**src/hdl/cpcr_pkg.sv**
```systemverilog
// cpcr_pkg: word formats, chain lengths and constants for the circle pair resolver
// no dependencies
package cpcr_pkg;

   localparam int FRAC_BITS = 8;
   localparam int POS_W     = 24;
   localparam int RAD_W     = 16;
   localparam int MAG_W     = 17;
   localparam int ROOT_W    = 17;
   localparam int SQ_STEPS  = ROOT_W;
   localparam int N_W       = 2 * ROOT_W;
   localparam int REM_W     = ROOT_W + 1;
   localparam int DEN_W     = ROOT_W + 1;
   localparam int Q_W       = 17;
   localparam int DIV_STEPS = Q_W;
   localparam int PROD_W    = 2 * MAG_W;
   localparam int NUM_W     = PROD_W + 1;
   localparam int DSQ_W     = 2 * POS_W + 1;

   // squared-distance floor: dsq * 10000 > 2^(2*frac) is dsq > this
   localparam longint unsigned FLOOR_SQ = (64'd1 << (2 * FRAC_BITS)) / 64'd10000;

   typedef struct packed {
      logic signed [POS_W-1:0] ax;
      logic signed [POS_W-1:0] ay;
      logic signed [POS_W-1:0] bx;
      logic signed [POS_W-1:0] by;
      logic signed [POS_W-1:0] avx;
      logic signed [POS_W-1:0] avy;
      logic signed [POS_W-1:0] bvx;
      logic signed [POS_W-1:0] bvy;
      logic                    moving;
      logic                    hit;
      logic                    sx;
      logic                    sy;
      logic [MAG_W-1:0]        ux;
      logic [MAG_W-1:0]        uy;
      logic [MAG_W-1:0]        m;
   } pl_type;

   typedef struct packed {
      pl_type            pl;
      logic [N_W-1:0]    n;
      logic [REM_W-1:0]  rem;
      logic [ROOT_W-1:0] root;
   } sq_type;

   typedef struct packed {
      pl_type            pl;
      logic [DEN_W-1:0]  den;
      logic [Q_W-1:0]    nlo_x;
      logic [Q_W-1:0]    nlo_y;
      logic [DEN_W-1:0]  rem_x;
      logic [DEN_W-1:0]  rem_y;
      logic [Q_W-1:0]    q_x;
      logic [Q_W-1:0]    q_y;
   } dv_type;

endpackage

```
**src/hdl/cpcr_div_cell.sv**
```systemverilog
// cpcr_div_cell: one quotient bit of both push divisions, registered
// depends on cpcr_pkg
module cpcr_div_cell (
   input  logic            clock,
   input  logic            reset,
   input  logic            en,
   input  logic            in_valid,
   input  cpcr_pkg::dv_type in_data,
   output logic            out_valid,
   output cpcr_pkg::dv_type out_data
);

   logic             valid_ff;
   cpcr_pkg::dv_type data_ff;
   cpcr_pkg::dv_type data_in;
   logic [cpcr_pkg::DEN_W:0] rx;
   logic [cpcr_pkg::DEN_W:0] ry;
   logic [cpcr_pkg::DEN_W:0] dd;

   always_comb begin
      rx = {in_data.rem_x, in_data.nlo_x[cpcr_pkg::Q_W-1]};
      ry = {in_data.rem_y, in_data.nlo_y[cpcr_pkg::Q_W-1]};
      dd = {1'b0, in_data.den};
      data_in       = in_data;
      data_in.nlo_x = {in_data.nlo_x[cpcr_pkg::Q_W-2:0], 1'b0};
      data_in.nlo_y = {in_data.nlo_y[cpcr_pkg::Q_W-2:0], 1'b0};
      if (rx >= dd) begin
         data_in.rem_x = cpcr_pkg::DEN_W'(rx - dd);
         data_in.q_x   = {in_data.q_x[cpcr_pkg::Q_W-2:0], 1'b1};
      end else begin
         data_in.rem_x = cpcr_pkg::DEN_W'(rx);
         data_in.q_x   = {in_data.q_x[cpcr_pkg::Q_W-2:0], 1'b0};
      end
      if (ry >= dd) begin
         data_in.rem_y = cpcr_pkg::DEN_W'(ry - dd);
         data_in.q_y   = {in_data.q_y[cpcr_pkg::Q_W-2:0], 1'b1};
      end else begin
         data_in.rem_y = cpcr_pkg::DEN_W'(ry);
         data_in.q_y   = {in_data.q_y[cpcr_pkg::Q_W-2:0], 1'b0};
      end
   end

   always_ff @(posedge clock) begin
      if (reset) begin
         valid_ff <= 1'b0;
      end else if (en) begin
         valid_ff <= in_valid;
      end
   end

   always_ff @(posedge clock) begin
      if (en) begin
         data_ff <= data_in;
      end
   end

   assign out_valid = valid_ff;
   assign out_data  = data_ff;

endmodule

```
**config.mk**
```make
export PLATFORM = sky130hd
export DESIGN_NAME = cpcr_div_cell
export DESIGN_NICKNAME = d
export VERILOG_FILES = /design/src/hdl/cpcr_pkg.sv /design/src/hdl/cpcr_div_cell.sv
export SDC_FILE = /design/constraint.sdc
export NUM_CORES = 1
export LEC_CHECK = 0
export BUFFER_PORTS_ARGS = -buffer_cell sky130_fd_sc_hd__buf_2
export CORE_AREA = 2 2 286 288
export CTS_BUF_LIST = sky130_fd_sc_hd__clkbuf_2 sky130_fd_sc_hd__clkbuf_4 sky130_fd_sc_hd__clkbuf_8
export CTS_CLUSTER_DIAMETER = 100
export DETAILED_ROUTE_END_ITERATION = 16
export DIE_AREA = 0 0 288 290
export MAX_ROUTING_LAYER = met4
export PLACE_DENSITY_LB_ADDON = 0.2
export SLEW_MARGIN = 20
export SYNTH_ARGS = -nofsm -noshare
export SYNTH_HDL_FRONTEND = slang
export SYNTH_SLANG_ARGS = --single-unit
```
**constraint.sdc**
```tcl
create_clock -name clock -period 3.3 [get_ports clock]
set_input_delay 0.33 -clock clock [delete_from_list [all_inputs] [get_ports clock]]
set_output_delay 0.33 -clock clock [all_outputs]
set_load 0.03 [all_outputs]
```
==> results.json <==
{
  "skew_ns": 0,
  "netlist_instances": 701,
  "ys_types": 57,
  "yosysWarnings": 0,
  "ys_async_sr_fraction_pct": 0,
  "yosysTopAreaCell": "edfxtp_1",
  "worstMarginPinSlew_ns": 0.700,
  "worstSetupPathType": "input port to register",
  "viasPerCell": 3.66,
  "synth.yosys.seq_area_share_pct": 81.9,
  "synth-main-ff-cell": "edfxtp_1",
  "post_cts_buffers": 0,
  "clock_path_buffers": 3,
  "worst_setup_path_end_kind": "register",
  "cp-start-kind": "input port",
  "worstReg2RegStart": "out_valid",
  "synth.area.top_cells": "edfxtp_1 (82%), ha_1 (3.3%), xnor2_1 (1.2%)",
  "slew_headroom_pct": 53.3,
  "antenna_found_initial": 17,
  "cts_root_buf": "clkbuf_8",
  "mostFrequentLayoutCells": "buf_2 (737), edfxtp_1 (367), dlygate4sd3_1 (365)",
  "powerDensity_mw_per_mm2": 548,
  "dr_total_vias": 11000,
  "die_w_um": 288,
  "fin_area_mm2": 0.0237,
  "core_area_mm2": 0.0802,
  "cts_tree": "done",
  "slew_viol_final": 0,
  "initial_core_util_pct": 16.8,
  "yosysTopAreaCellShare_pct": 81.8,
  "numCtsBuffers": 69,
  "p_leak_nw": 9.98,
  "ant_nets": 0,
  "first_global_vias": 11900,
  "clkSinkCount": 368,
  "htreeDepth": 3,
  "clkTransAtPathRegs_ns": 0.06,
  "synth_edf_count": 367,
  "overflow": 0,
  "outcome": "finished clean",
  "grt_pass1_wl_um": 80500,
  "syn_area_per_cell_um2": 19.2,
  "firstDrtPassIters": 5,
  "ys_ff_latch": 368,
  "gp_congestion": 0.847,
  "syn-cell-area_mm2": 0.0135,
  "drc": 0,
  "worstPathArrival_ns": 3.33,
  "fin_crit_ns": 2.95,
  "syn_to_final_growth_pct": 76.1,
  "drt_iter0_drc": 459,
  "r2r.worst_path.cells": 3,
  "rsz0062_at_grt": "no",
  "die_area_mm2": 0.0835,
  "finalSetupTns_ns": 0,
  "cts_hold_buf": 365,
  "grt_max_degree": 74,
  "port_buffers": 738,
  "ios": 743,
  "clock.fmax_mhz": 338,
  "wl_um": 57800,
  "finalCritPeriodShare_pct": 89.5,
  "hold_depth": 2,
  "ir_worst_vdd_mv": 0.288,
  "cts_resized": 0,
  "cp_data_required_time_ns": 3.68,
  "hold_class": "input port to register",
  "drive_gt1_share_pct": 46.3,
  "wl_per_cell_um": 19.2,
  "path_max_fanout": 4,
  "dp_hpwl_um": 44900,
  "reg2reg_to": "out_valid",
  "setup_violations": 0,
  "chipHeight_um": 290,
  "drv_cap": 0,
  "clk_latency_ns": 0.63,
  "hold_viol_final": 0,
  "placed_area_mm2": 0.0186,
  "rrSetupSlack_ns": 2.17,
  "worst_hold_path.endpoint": "out_data[35]",
  "final_common_cell": "buf_2",
  "holdCritStartpoint": "in_data[34]",
  "grt.total_usage_pct": 13.7,
  "rows": 104,
  "nets": 2293
}
==> worst max-delay path, stage by stage <==
cell and delay, ns:
dlygate4sd3_1 0.53, buf_2 0.22, ha_1 0.22, inv_1 0.06, fa_1 0.41, a211oi_1 0.27
nor2_1 0.13, o22ai_2 0.28, o21ai_1 0.14, a221oi_1 0.36, xnor2_1 0.11, mux2_4 0.27
==> sequential cells by signal, summed over array words and instances, names as in the netlist <==
signal and count:
out_data 367, out_valid 1
==> area by class of cell <==
class | instances | area (um2)
clock inverter | 33 | 330
multi-input combinational | 288 | 2210
fill | 8284 | 56400
timing repair buffer | 1124 | 7580
antenna | 15 | 37.5
inverter | 31 | 116
clock buffer | 87 | 1090
tap | 1060 | 1330
sequential | 368 | 11000
==> metrics by stage <==
stage | setup slack (ns) | hold WS (ns) | util [%] | power, mW | instances
after floorplan | 0.753 | 0.402 | - | 7.08 | 702
after global placement | 0.254 | 0.477 | 23.2 | 8.08 | 2506
after detailed placement | 0.204 | 0.491 | 23.2 | 8.08 | 2506
after CTS | 0.405 | 0.00571 | 29.6 | 13.3 | 2991
after global routing | 0.184 | 0.0373 | 29.6 | 13.6 | 3006
final | 0.345 | 0.110 | 29.6 | 13.0 | 3006
==> logic make-up (layout without fill, tap and decap cells) <==
logic type               after synthesis  count (layout)  share of synthesized area, %
other                                  1              17                        0.0278
adder cells (fa/ha/maj)               38              38                          3.64
multiplexers                          21              21                          1.98
AO/OA/AOI/OAI                        119             119                          6.19
AND/OR/NAND/NOR                       81              81                          2.79
flip-flops                           368             368                          81.9
XOR/XNOR                              27              27                          1.75
buffers and inverters                 46            1275                          1.68
==> Yosys cell counts (2+ instances only) <==
cell and instances:
o21ai_0 28, nor2_1 21, mux2i_1 3, xor2_1 8, nand2_1 31, xnor2_1 19
a21oi_1 23, nand4_1 8, edfxtp_1 367, o41ai_1 4, a21oi_2 2, o31a_1 2
nor2b_1 4, nand2b_1 3, fa_1 2, o211ai_1 2, o31ai_1 6, o21a_1 9
nor3_1 2, mux2_2 9, o221ai_1 2, buf_6 4, clkbuf_1 4, mux2_4 9
buf_4 2, buf_2 4, and4_1 2, o21bai_1 7, nand3_1 6, ha_1 36
a211oi_1 3, inv_1 30, a21o_1 15
==> per-layer routing <==
layer | wire length [um] | GRT usage (%) | up-vias
met5 | 0 | - | -
met4 | 1550 | 4.47 | 0
met3 | 3850 | 4.03 | 89
met2 | 30000 | 24.1 | 452
met1 | 22500 | 14.5 | 5351
li1 | - | - | 5124
==> worst max-delay path by stage <==
stage	from	endpoint	slack [ns]
2_1_floorplan	in_data[103]	out_data[68]	0.75
3_3_place_gp	in_data[104]	out_data[68]	0.25
3_5_place_dp	in_data[104]	out_data[68]	0.20
4_1_cts	in_data[104]	out_data[68]	0.40
5_1_grt	in_data[105]	out_data[56]	0.18
6_report	in_data[104]	out_data[68]	0.35
==> power breakdown <==
group	total (mW)	internal (mW)	leakage [nW]	switching (mW)
registers	5.72	5.62	3.60	0.107
logic	2.60	0.959	5.64	1.64
clock network	4.69	2.60	0.740	2.09
total	13.0	9.17	9.98	3.84
No activity file was read; power rests on OpenSTA's default activity.
