==> src/hdl/cpcr_pkg.sv <==
// cpcr_pkg: word formats, chain lengths and constants for the circle pair resolver
// no dependencies
package cpcr_pkg;

   localparam int FRAC_BITS = 8;
   localparam int POS_W     = 24;
   localparam int RAD_W     = 16;
   localparam int MAG_W     = 17;
   localparam int ROOT_W    = 17;
   localparam int SQ_STEPS  = ROOT_W;
   localparam int N_W       = 2 * ROOT_W;
   localparam int REM_W     = ROOT_W + 1;
   localparam int DEN_W     = ROOT_W + 1;
   localparam int Q_W       = 17;
   localparam int DIV_STEPS = Q_W;
   localparam int PROD_W    = 2 * MAG_W;
   localparam int NUM_W     = PROD_W + 1;
   localparam int DSQ_W     = 2 * POS_W + 1;

   // squared-distance floor: dsq * 10000 > 2^(2*frac) is dsq > this
   localparam longint unsigned FLOOR_SQ = (64'd1 << (2 * FRAC_BITS)) / 64'd10000;

   typedef struct packed {
      logic signed [POS_W-1:0] ax;
      logic signed [POS_W-1:0] ay;
      logic signed [POS_W-1:0] bx;
      logic signed [POS_W-1:0] by;
      logic signed [POS_W-1:0] avx;
      logic signed [POS_W-1:0] avy;
      logic signed [POS_W-1:0] bvx;
      logic signed [POS_W-1:0] bvy;
      logic                    moving;
      logic                    hit;
      logic                    sx;
      logic                    sy;
      logic [MAG_W-1:0]        ux;
      logic [MAG_W-1:0]        uy;
      logic [MAG_W-1:0]        m;
   } pl_type;

   typedef struct packed {
      pl_type            pl;
      logic [N_W-1:0]    n;
      logic [REM_W-1:0]  rem;
      logic [ROOT_W-1:0] root;
   } sq_type;

   typedef struct packed {
      pl_type            pl;
      logic [DEN_W-1:0]  den;
      logic [Q_W-1:0]    nlo_x;
      logic [Q_W-1:0]    nlo_y;
      logic [DEN_W-1:0]  rem_x;
      logic [DEN_W-1:0]  rem_y;
      logic [Q_W-1:0]    q_x;
      logic [Q_W-1:0]    q_y;
   } dv_type;

endpackage

==> src/hdl/cpcr_sqrt_cell.sv <==
// cpcr_sqrt_cell: one digit of the integer square root, registered
// depends on cpcr_pkg
module cpcr_sqrt_cell (
   input  logic            clock,
   input  logic            reset,
   input  logic            en,
   input  logic            in_valid,
   input  cpcr_pkg::sq_type in_data,
   output logic            out_valid,
   output cpcr_pkg::sq_type out_data
);

   logic             valid_ff;
   cpcr_pkg::sq_type data_ff;
   cpcr_pkg::sq_type data_in;
   logic [cpcr_pkg::REM_W+1:0] r2;
   logic [cpcr_pkg::REM_W+1:0] trial;

   always_comb begin
      r2    = {in_data.rem, in_data.n[cpcr_pkg::N_W-1 -: 2]};
      trial = {1'b0, in_data.root, 2'b01};
      data_in      = in_data;
      data_in.n    = {in_data.n[cpcr_pkg::N_W-3:0], 2'b00};
      if (r2 >= trial) begin
         data_in.rem  = cpcr_pkg::REM_W'(r2 - trial);
         data_in.root = {in_data.root[cpcr_pkg::ROOT_W-2:0], 1'b1};
      end else begin
         data_in.rem  = cpcr_pkg::REM_W'(r2);
         data_in.root = {in_data.root[cpcr_pkg::ROOT_W-2:0], 1'b0};
      end
   end

   always_ff @(posedge clock) begin
      if (reset) begin
         valid_ff <= 1'b0;
      end else if (en) begin
         valid_ff <= in_valid;
      end
   end

   always_ff @(posedge clock) begin
      if (en) begin
         data_ff <= data_in;
      end
   end

   assign out_valid = valid_ff;
   assign out_data  = data_ff;

endmodule

==> config.mk <==
export PLATFORM = sky130hd
export DESIGN_NAME = cpcr_sqrt_cell
export DESIGN_NICKNAME = d
export VERILOG_FILES = /design/src/hdl/cpcr_pkg.sv /design/src/hdl/cpcr_sqrt_cell.sv
export SDC_FILE = /design/constraint.sdc
export NUM_CORES = 1
export LEC_CHECK = 0
export BUFFER_PORTS_ARGS = -buffer_cell sky130_fd_sc_hd__buf_2
export CAP_MARGIN = 40
export CORE_AREA = 2 2 247 249
export DETAILED_ROUTE_END_ITERATION = 7
export DIE_AREA = 0 0 249 251
export PLACE_DENSITY = 0.43
export SLEW_MARGIN = 20
export SYNTH_ARGS = -nofsm -noshare
export SYNTH_HDL_FRONTEND = slang
export SYNTH_SLANG_ARGS = --single-unit
==> constraint.sdc <==
create_clock -name clock -period 8 [get_ports clock]
set_clock_uncertainty 0.15 [all_clocks]
set_input_delay 2 -clock clock [delete_from_list [all_inputs] [get_ports clock]]
set_output_delay 2 -clock clock [all_outputs]
set_load 0.02 [all_outputs]
==> results.cfg, run 1 <==
[timing]
timing.final.crit_period_ns = 4.284
setup-violations-final = 0
final.period_utilization = 0.5354
fmax_mhz = 233.4
max-slew-margin-rel = 0.2725
fin_tns_setup_ns = 0
rsz0062_at_grt = false
finalWorstSetupSlack_ns = 3.716
drv_slew = 0
hold_viol_final = 0
worstMarginPinSlew_ns = 1.091

[detailed_routing]
finalWirelength_um = 38300
first_pass_iters = 5
drt_iter0_markers = 391
route.detailed.drc = 0
avgRoutedWirePerCell_um = 19.37
detail-route-antenna-nets = 0
via_count = 7226
via_per_inst = 3.655

[grt]
antenna_found_initial = 15
overflow = 0
grt_max_degree = 164
grt_pass1_wl_um = 51940
grt_util_all_layers = 0.1149
grt_pass1_vias = 7280

[worst_setup_path]
start_kind = primary input
end_kind = flop
setup.worst_path.class = primary input to flop
cp.arrival_ns = 4.41
worst-path-max-fanout = 19
required_ns = 8.12

[clock_tree]
cts_sinks = 315
holdBufCountCts = 0
path_clk_slew_ns = 0.06
htreeDepth = 2
cts-root-buf = clkbuf_16
cts_resized = 0
cts_setup_buffers = 0
tritoncts = yes
cts_buffers = 38
insertion_delay_ns = 0.54
clk_path_buf_depth = 3

[floorplanning]
dieArea_mm2 = 0.06250
core_area_mm2 = 0.05979
start_util = 0.1806
num_rows = 90
die_h_um = 251
io_pins = 637
fp.dieW_um = 249

[power_and_ir_drop]
leakage_uw = 0.006777
ir_drop_v = 0.0001383
power.density_mw_per_mm2 = 260.0

[synthesis]
synth_cells = 495
synth_enable_flop_cells = 314
ys_ff_latch = 315
seq_area_frac_synth = 0.8751
synth_area_mm2 = 0.01080
syn_area_per_cell_um2 = 21.81
yosysWarnings = 0
synth-async-reset-ratio = 0
synth_ff_type = edfxtp_1
ys_types = 49

[placement]
pre_cts_ws_ns = 3.182
dpl.hpwl_um = 30070
numPortBuffers = 634
globalplace.congestion = 0.7902

[cells_and_area]
n_fill_cell = 6240
drive_above_1_share = 0.5931
layout_commonest_cell = buf_2
nets = 1505
syn2layout_area_growth_pct = 49.29
most-common-layout-cells = buf_2, edfxtp_1, clkbuf_16

[run]
drv_cap = 0

[outcome]
status = finished clean

[worst_hold_path]
hold_path_class = flop to flop
## final timing paths
path / end / cells after the start / from / slack, ns
setup / recovery: out_data[25]$_DFFE_PP_ / 8 / in_data[7] / 3.72
hold / removal: out_valid$_SDFFE_PP0P_ / 2 / out_valid$_SDFFE_PP0P_ / 0.34
setup reg to reg: out_valid$_SDFFE_PP0P_ / 2 / out_valid$_SDFFE_PP0P_ / 7.28
hold reg to reg: out_valid$_SDFFE_PP0P_ / 2 / out_valid$_SDFFE_PP0P_ / 0.34
## metal layers
layer	global-route usage	up-vias	share of wire
met5	0	-	0.0017
met4	0.03394	12	0.025
met3	0.04949	76	0.090
met2	0.2059	347	0.52
met1	0.1223	3485	0.37
li1	-	3306	-
## flip-flops by register name, indices dropped and copies added (netlist names)
register,cells
out_valid,1
out_data,314
## area by class of cell
type                            count  area, µm²  share of cell area
Sequential cell                   315       9449              0.5862
Timing Repair Buffer              637       3238              0.2009
Multi-Input combinational cell    148       1202             0.07459
Clock buffer                       46      980.9             0.06085
Tap cell                          782      978.4             0.06070
Clock inverter                     20      166.4             0.01032
Inverter                           26      97.59            0.006054
Antenna cell                        3      7.507           0.0004657
## synthesized netlist by cell type (3+ instances only)
library cell  number  share of area
ha_1              19          0.022
mux2_2             9         0.0094
xnor2_1            8         0.0065
mux2i_1            5         0.0046
nor2_1            10         0.0035
a21oi_1           13         0.0060
a211oi_1           3         0.0021
inv_1             26         0.0090
xor2_1             4         0.0032
o21ai_0           10         0.0046
mux2_4             6         0.0083
a21o_1             3         0.0021
edfxtp_1         314           0.87
nand3_1            6         0.0028
nor3b_1            3         0.0021
o211ai_1           3         0.0021
nor3_1             5         0.0023
nand2_1            7         0.0024
## where the power goes
part | total [µW] | internal [µW] | switching, µW
clock network | 1610 | 939 | 675
registers | 2010 | 1970 | 36.3
logic | 566 | 198 | 368
## stage by stage
step / hold slack [ns] / util / std cells / power [µW] / instance area, µm²
floorplan: 0.4288 / - / 496 / 2321 / 10800
global placement: 0.3254 / 0.2498 / 1907 / 2619 / 14940
detailed placement: 0.3277 / 0.2503 / 1908 / 2623 / 14970
CTS: 0.3415 / 0.2695 / 1974 / 4280 / 16110
global route: 0.3613 / 0.2695 / 1975 / 4366 / 16120
finish: 0.3353 / 0.2696 / 1977 / 4191 / 16120
## critical path, cell delays in order
cell and delay [ns]:
buf_2 0.10, inv_1 0.05, ha_1 0.43, a21oi_1 0.11, o21ai_0 0.40, a311oi_2 0.20, o211ai_4 0.68, mux2_2 0.42
## cell families after synthesis
group | count (synthesis) | share of synthesized area
mux | 20 | 0.02236
flops | 315 | 0.8751
compound gates | 50 | 0.03407
xor+xnor | 12 | 0.009733
other cells | 1 | 0.0003473
fa+ha+maj | 19 | 0.02202
buf+inv | 33 | 0.01390
simple gates | 45 | 0.02248
(Power assumes the default switching activity.)
==> run 2: changes to the inputs <==
Settings changed: CORE_AREA 2 2 247 249 to 2 2 250 252, DIE_AREA 0 0 249 251 to 0 0 252 254, PLACE_DENSITY 0.43 to 0.42.
Clock period 8 ns to 4.06 ns, I/O delays scaled along.
==> results.cfg, run 2 (synthesized netlist as in run 1, its figures left out) <==
[detailed_routing]
avgRoutedWirePerCell_um = 19.49
route.detailed.drc = 0
via_count = 7232
via_per_inst = 3.629
detail-route-antenna-nets = 0
drt_iter0_markers = 444
first_pass_iters = 4
finalWirelength_um = 38840

[power_and_ir_drop]
ir_drop_v = 0.0002295
leakage_uw = 0.006858
finalPower_uw = 8350
power.density_mw_per_mm2 = 513.2

[floorplanning]
die_h_um = 254
start_util = 0.1763
num_rows = 91
io_pins = 637
dieArea_mm2 = 0.06401
fp.dieW_um = 252
core_area_mm2 = 0.06126

[placement]
globalplace.congestion = 0.8026
numPortBuffers = 634
dpl.hpwl_um = 30760

[cells_and_area]
most-common-layout-cells = buf_2, edfxtp_1, clkbuf_16
syn2layout_area_growth_pct = 50.68
nets = 1516
layout_commonest_cell = buf_2
drive_above_1_share = 0.6002
largest_reg_flops = 314
diodes = 0
n_fill_cell = 6422

[timing]
drv_slew = 0
worstMarginPinSlew_ns = 0.8362
final.period_utilization = 0.7575
timing.final.crit_period_ns = 3.075
rsz0062_at_grt = false
fmax_mhz = 325.2
hold_viol_final = 0
fin_tns_setup_ns = 0
setup-violations-final = 0
max-slew-margin-rel = 0.4425

[clock_tree]
insertion_delay_ns = 0.54
clk_path_buf_depth = 3
htreeDepth = 2
cts_buffers = 38
cts_sinks = 315
tritoncts = yes
cts_resized = 0
holdBufCountCts = 0
cts-root-buf = clkbuf_16
cts_setup_buffers = 0
path_clk_slew_ns = 0.06

[worst_setup_path]
cp_top_family = compound AO/OA/AOI/OAI gates
path_cells = buf_2 -> inv_1 -> ha_1 -> a21oi_1 -> o21ai_0 -> a311oi_2 -> o211ai_4 -> buf_4 -> mux2_2
slowest_stage = ha_1
worst-path-max-fanout = 9
cpPeakStageDelay_ns = 0.45
cp_num_buf_inv = 3
cp.arrival_ns = 3.21
required_ns = 4.20
end_kind = flop
start_kind = primary input
setup.worst_path.class = primary input to flop

[run]
drv_cap = 0

[grt]
overflow = 0
grt_max_degree = 96
grt_pass1_wl_um = 51920
antenna_found_initial = 13
grt_pass1_vias = 7247
grt_util_all_layers = 0.1121

[outcome]
status = finished clean

[worst_hold_path]
hold_path_class = flop to flop
==> run 2: cell count changes in the layout (fill, tap and decap cells not counted) <==
cell	previous run	this run
buf_4	1	9
buf_12	1	5
clkinv_2	3	5
clkinvlp_4	2	3
clkbuf_1	8	6
clkinv_1	9	7
diode_2	3	0
clkinv_8	1	2
clkbuf_16	38	39
clkinv_4	1	0
buf_16	1	0
==> run 2: final cells by class <==
type	count	area (µm²)	area share
sequential	315	9449	0.5807
clock buffer	45	998.5	0.06137
clock inverter	21	183.9	0.01130
timing repair buffer	648	3351	0.2059
tap	790	988.4	0.06075
inverter	26	97.59	0.005998
multi-input combinational	148	1202	0.07390
==> run 2: power breakdown <==
part	switching, µW	internal (µW)
registers	69.0	3890
clock network	1370	1890
logic	731	402
total	2170	6180
==> run 2: through the flow <==
| stage | instance area (µm²) | setup slack [ns] | util | hold slack [ns] | std cells |
|---|---|---|---|---|---|
| finish | 16270 | 0.9846 | 0.2656 | 0.3526 | 1993 |
| global route | 16270 | 0.8350 | 0.2656 | 0.4268 | 1993 |
| detailed placement | 15090 | 0.4677 | 0.2463 | 0.3312 | 1927 |
| CTS | 16270 | 1.036 | 0.2656 | 0.3580 | 1993 |
| global placement | 15090 | 0.4903 | 0.2463 | 0.3256 | 1927 |
| floorplan | 10800 | 0.8183 | - | 0.4288 | 496 |
==> run 2: path summary, 6_finish.rpt <==
check	slack, ns	end	cells after the start	start
worst min register to register	0.35	out_valid$_SDFFE_PP0P_	2	out_valid$_SDFFE_PP0P_
worst max register to register	3.33	out_valid$_SDFFE_PP0P_	2	out_valid$_SDFFE_PP0P_
worst min-delay path	0.35	out_valid$_SDFFE_PP0P_	2	out_valid$_SDFFE_PP0P_
worst max-delay path	0.98	out_data[25]$_DFFE_PP_	9	in_data[7]
==> run 2: routing by layer <==
metal | track usage | vias to the layer above | share of wire
li1 | - | 3319 | -
met1 | 0.1241 | 3481 | 0.37
met2 | 0.1971 | 336 | 0.51
met3 | 0.04333 | 78 | 0.089
met4 | 0.03652 | 18 | 0.029
met5 | 0 | - | 0.0032
==> run 2: worst reg2reg max path, cell delays in order, from the launching register on <==
cell	delay, ns
dfxtp_1	0.31
mux2i_1	0.12
nor2_1	0.05
==> run 3: changes to the inputs <==
Settings changed: CORE_AREA 2 2 250 252 to 2 2 248 250, DIE_AREA 0 0 252 254 to 0 0 250 252, PLACE_DENSITY 0.42 to 0.44.
Clock period 4.06 ns to 2.5 ns, I/O delays scaled along.
==> results.cfg, run 3 (synthesized netlist as in run 1, its figures left out) <==
[detailed_routing]
route.detailed.drc = 0
via_count = 7498
finalWirelength_um = 38690
first_pass_iters = 5
detail-route-antenna-nets = 0
drt_iter0_markers = 364
avgRoutedWirePerCell_um = 18.82
via_per_inst = 3.647

[floorplanning]
fp.dieW_um = 250
start_util = 0.1796
die_h_um = 252
dieArea_mm2 = 0.06300
core_area_mm2 = 0.06013
io_pins = 637
num_rows = 90

[clock_tree]
tritoncts = yes
cts_resized = 0
insertion_delay_ns = 0.53
holdBufCountCts = 0
cts_buffers = 38
cts_sinks = 315
path_clk_slew_ns = 0.06
cts_setup_buffers = 0
clk_path_buf_depth = 3
htreeDepth = 2
cts-root-buf = clkbuf_16

[timing]
hold_ws_ns = 0.09917
setup-violations-final = 0
fmax_mhz = 406.5
drv_slew = 0
final.period_utilization = 0.9840
hold_viol_final = 0
timing.final.crit_period_ns = 2.460
rsz0062_at_grt = false

[grt]
grt_pass1_vias = 7673
antenna_found_initial = 12
grt_pass1_wl_um = 53000
overflow = 0
grt_max_degree = 70
grt_util_all_layers = 0.1149

[placement]
placed_cell_area_mm2 = 0.01567
numPortBuffers = 634
globalplace.congestion = 0.8078
dpl.hpwl_um = 30530

[worst_setup_path]
worstReg2RegStart = out_valid$_SDFFE_PP0P_
setup.worst_path.class = primary input to flop
cp-startpoint = in_data[2]
worst-path-max-fanout = 6
required_ns = 2.62
cp.arrival_ns = 2.58
start_kind = primary input
end_kind = flop

[cells_and_area]
layout_commonest_cell = buf_2
final_cell_area_mm2 = 0.01699
drive_above_1_share = 0.6352
largest_reg_flops = 314
syn2layout_area_growth_pct = 57.33
most-common-layout-cells = buf_2, edfxtp_1, buf_4
post-route-util = 0.2825
nets = 1584

[power_and_ir_drop]
clockPowerShare = 0.403
combPwrFrac = 0.142
internal-power_uw = 10570
finalPower_uw = 14130
swShare = 0.2523
pwr-share-seq = 0.455
switching_power_uw = 3565
power.density_mw_per_mm2 = 831.8
leakage_uw = 0.007246
ir_drop_v = 0.0005332

[worst_hold_path]
hold_path_class = primary input to flop
min_from = reset

[outcome]
status = finished clean

[run]
drv_cap = 0
[run 3: cell types whose count changed in the layout (fill, tap and decap cells not counted), moves of 3 or more]
| cell | previous run | this run |
|---|---|---|
| bufinv_16 | 2 | 6 |
| inv_1 | 26 | 22 |
| buf_4 | 9 | 78 |
| clkinv_2 | 5 | 2 |
| inv_2 | 0 | 3 |
| ha_1 | 19 | 13 |
| o21ai_0 | 10 | 7 |
| o21ai_1 | 0 | 3 |
| ha_4 | 0 | 5 |
[run 3: critical path, cell delays in order]
cell and delay, ns:
buf_2 0.10, inv_2 0.05, ha_4 0.27, buf_4 0.11
and4_1 0.18, nand4_1 0.19, a211o_1 0.38, o211ai_4 0.13
clkbuf_16 0.22, mux2_2 0.32
[run 3: final cells by class]
cell class / instances / area, µm²
well taps: 782 / 978.4
diodes: 2 / 5.005
flip-flops and latches: 315 / 9449
inverters: 26 / 105.1
clock inverters: 23 / 276.5
fillers: 6250 / 43140
clock buffers: 44 / 994.7
repair buffers: 716 / 3869
multi-input cells: 148 / 1311
[run 3: worst paths after layout]
path | endpoint | slack (ns) | depth (start not counted)
worst min-delay path | out_valid$_SDFFE_PP0P_ | 0.1 | 2
worst max register to register | out_valid$_SDFFE_PP0P_ | 1.76 | 2
worst max-delay path | out_data[23]$_DFFE_PP_ | 0.04 | 10
worst min register to register | out_valid$_SDFFE_PP0P_ | 0.37 | 2
[run 3: power by group through the flow]
stage                     logic (µW)  clock network [µW]  registers (µW)
after floorplan                  343                   0            7120
after detailed placement        2020                   0            6540
after global placement          2010                   0            6540
final                           2000                5700            6430
after CTS                       2030                5930            6440
after global routing            2130                6120            6480
[run 3: per-stage QoR]
step	setup TNS, ns	setup WS (ns)	cells
final	0	0.04012	2056
after global routing	0	0.01116	2054
after CTS	0	0.03628	2053
after detailed placement	-8.886	-0.5543	1986
after global placement	-8.776	-0.5769	1986
after floorplan	-3.525	-0.2857	496
[run 3: metal layers]
layer / routed length [µm] / GRT usage / up-vias / part of all wire
met2: 19420 / 0.1986 / 331 / 0.50
met4: 1166 / 0.03695 / 16 / 0.030
met3: 3610 / 0.05127 / 76 / 0.093
met1: 14390 / 0.1259 / 3606 / 0.37
li1: - / - / 3469 / -
met5: 100 / 0 / - / 0.0026
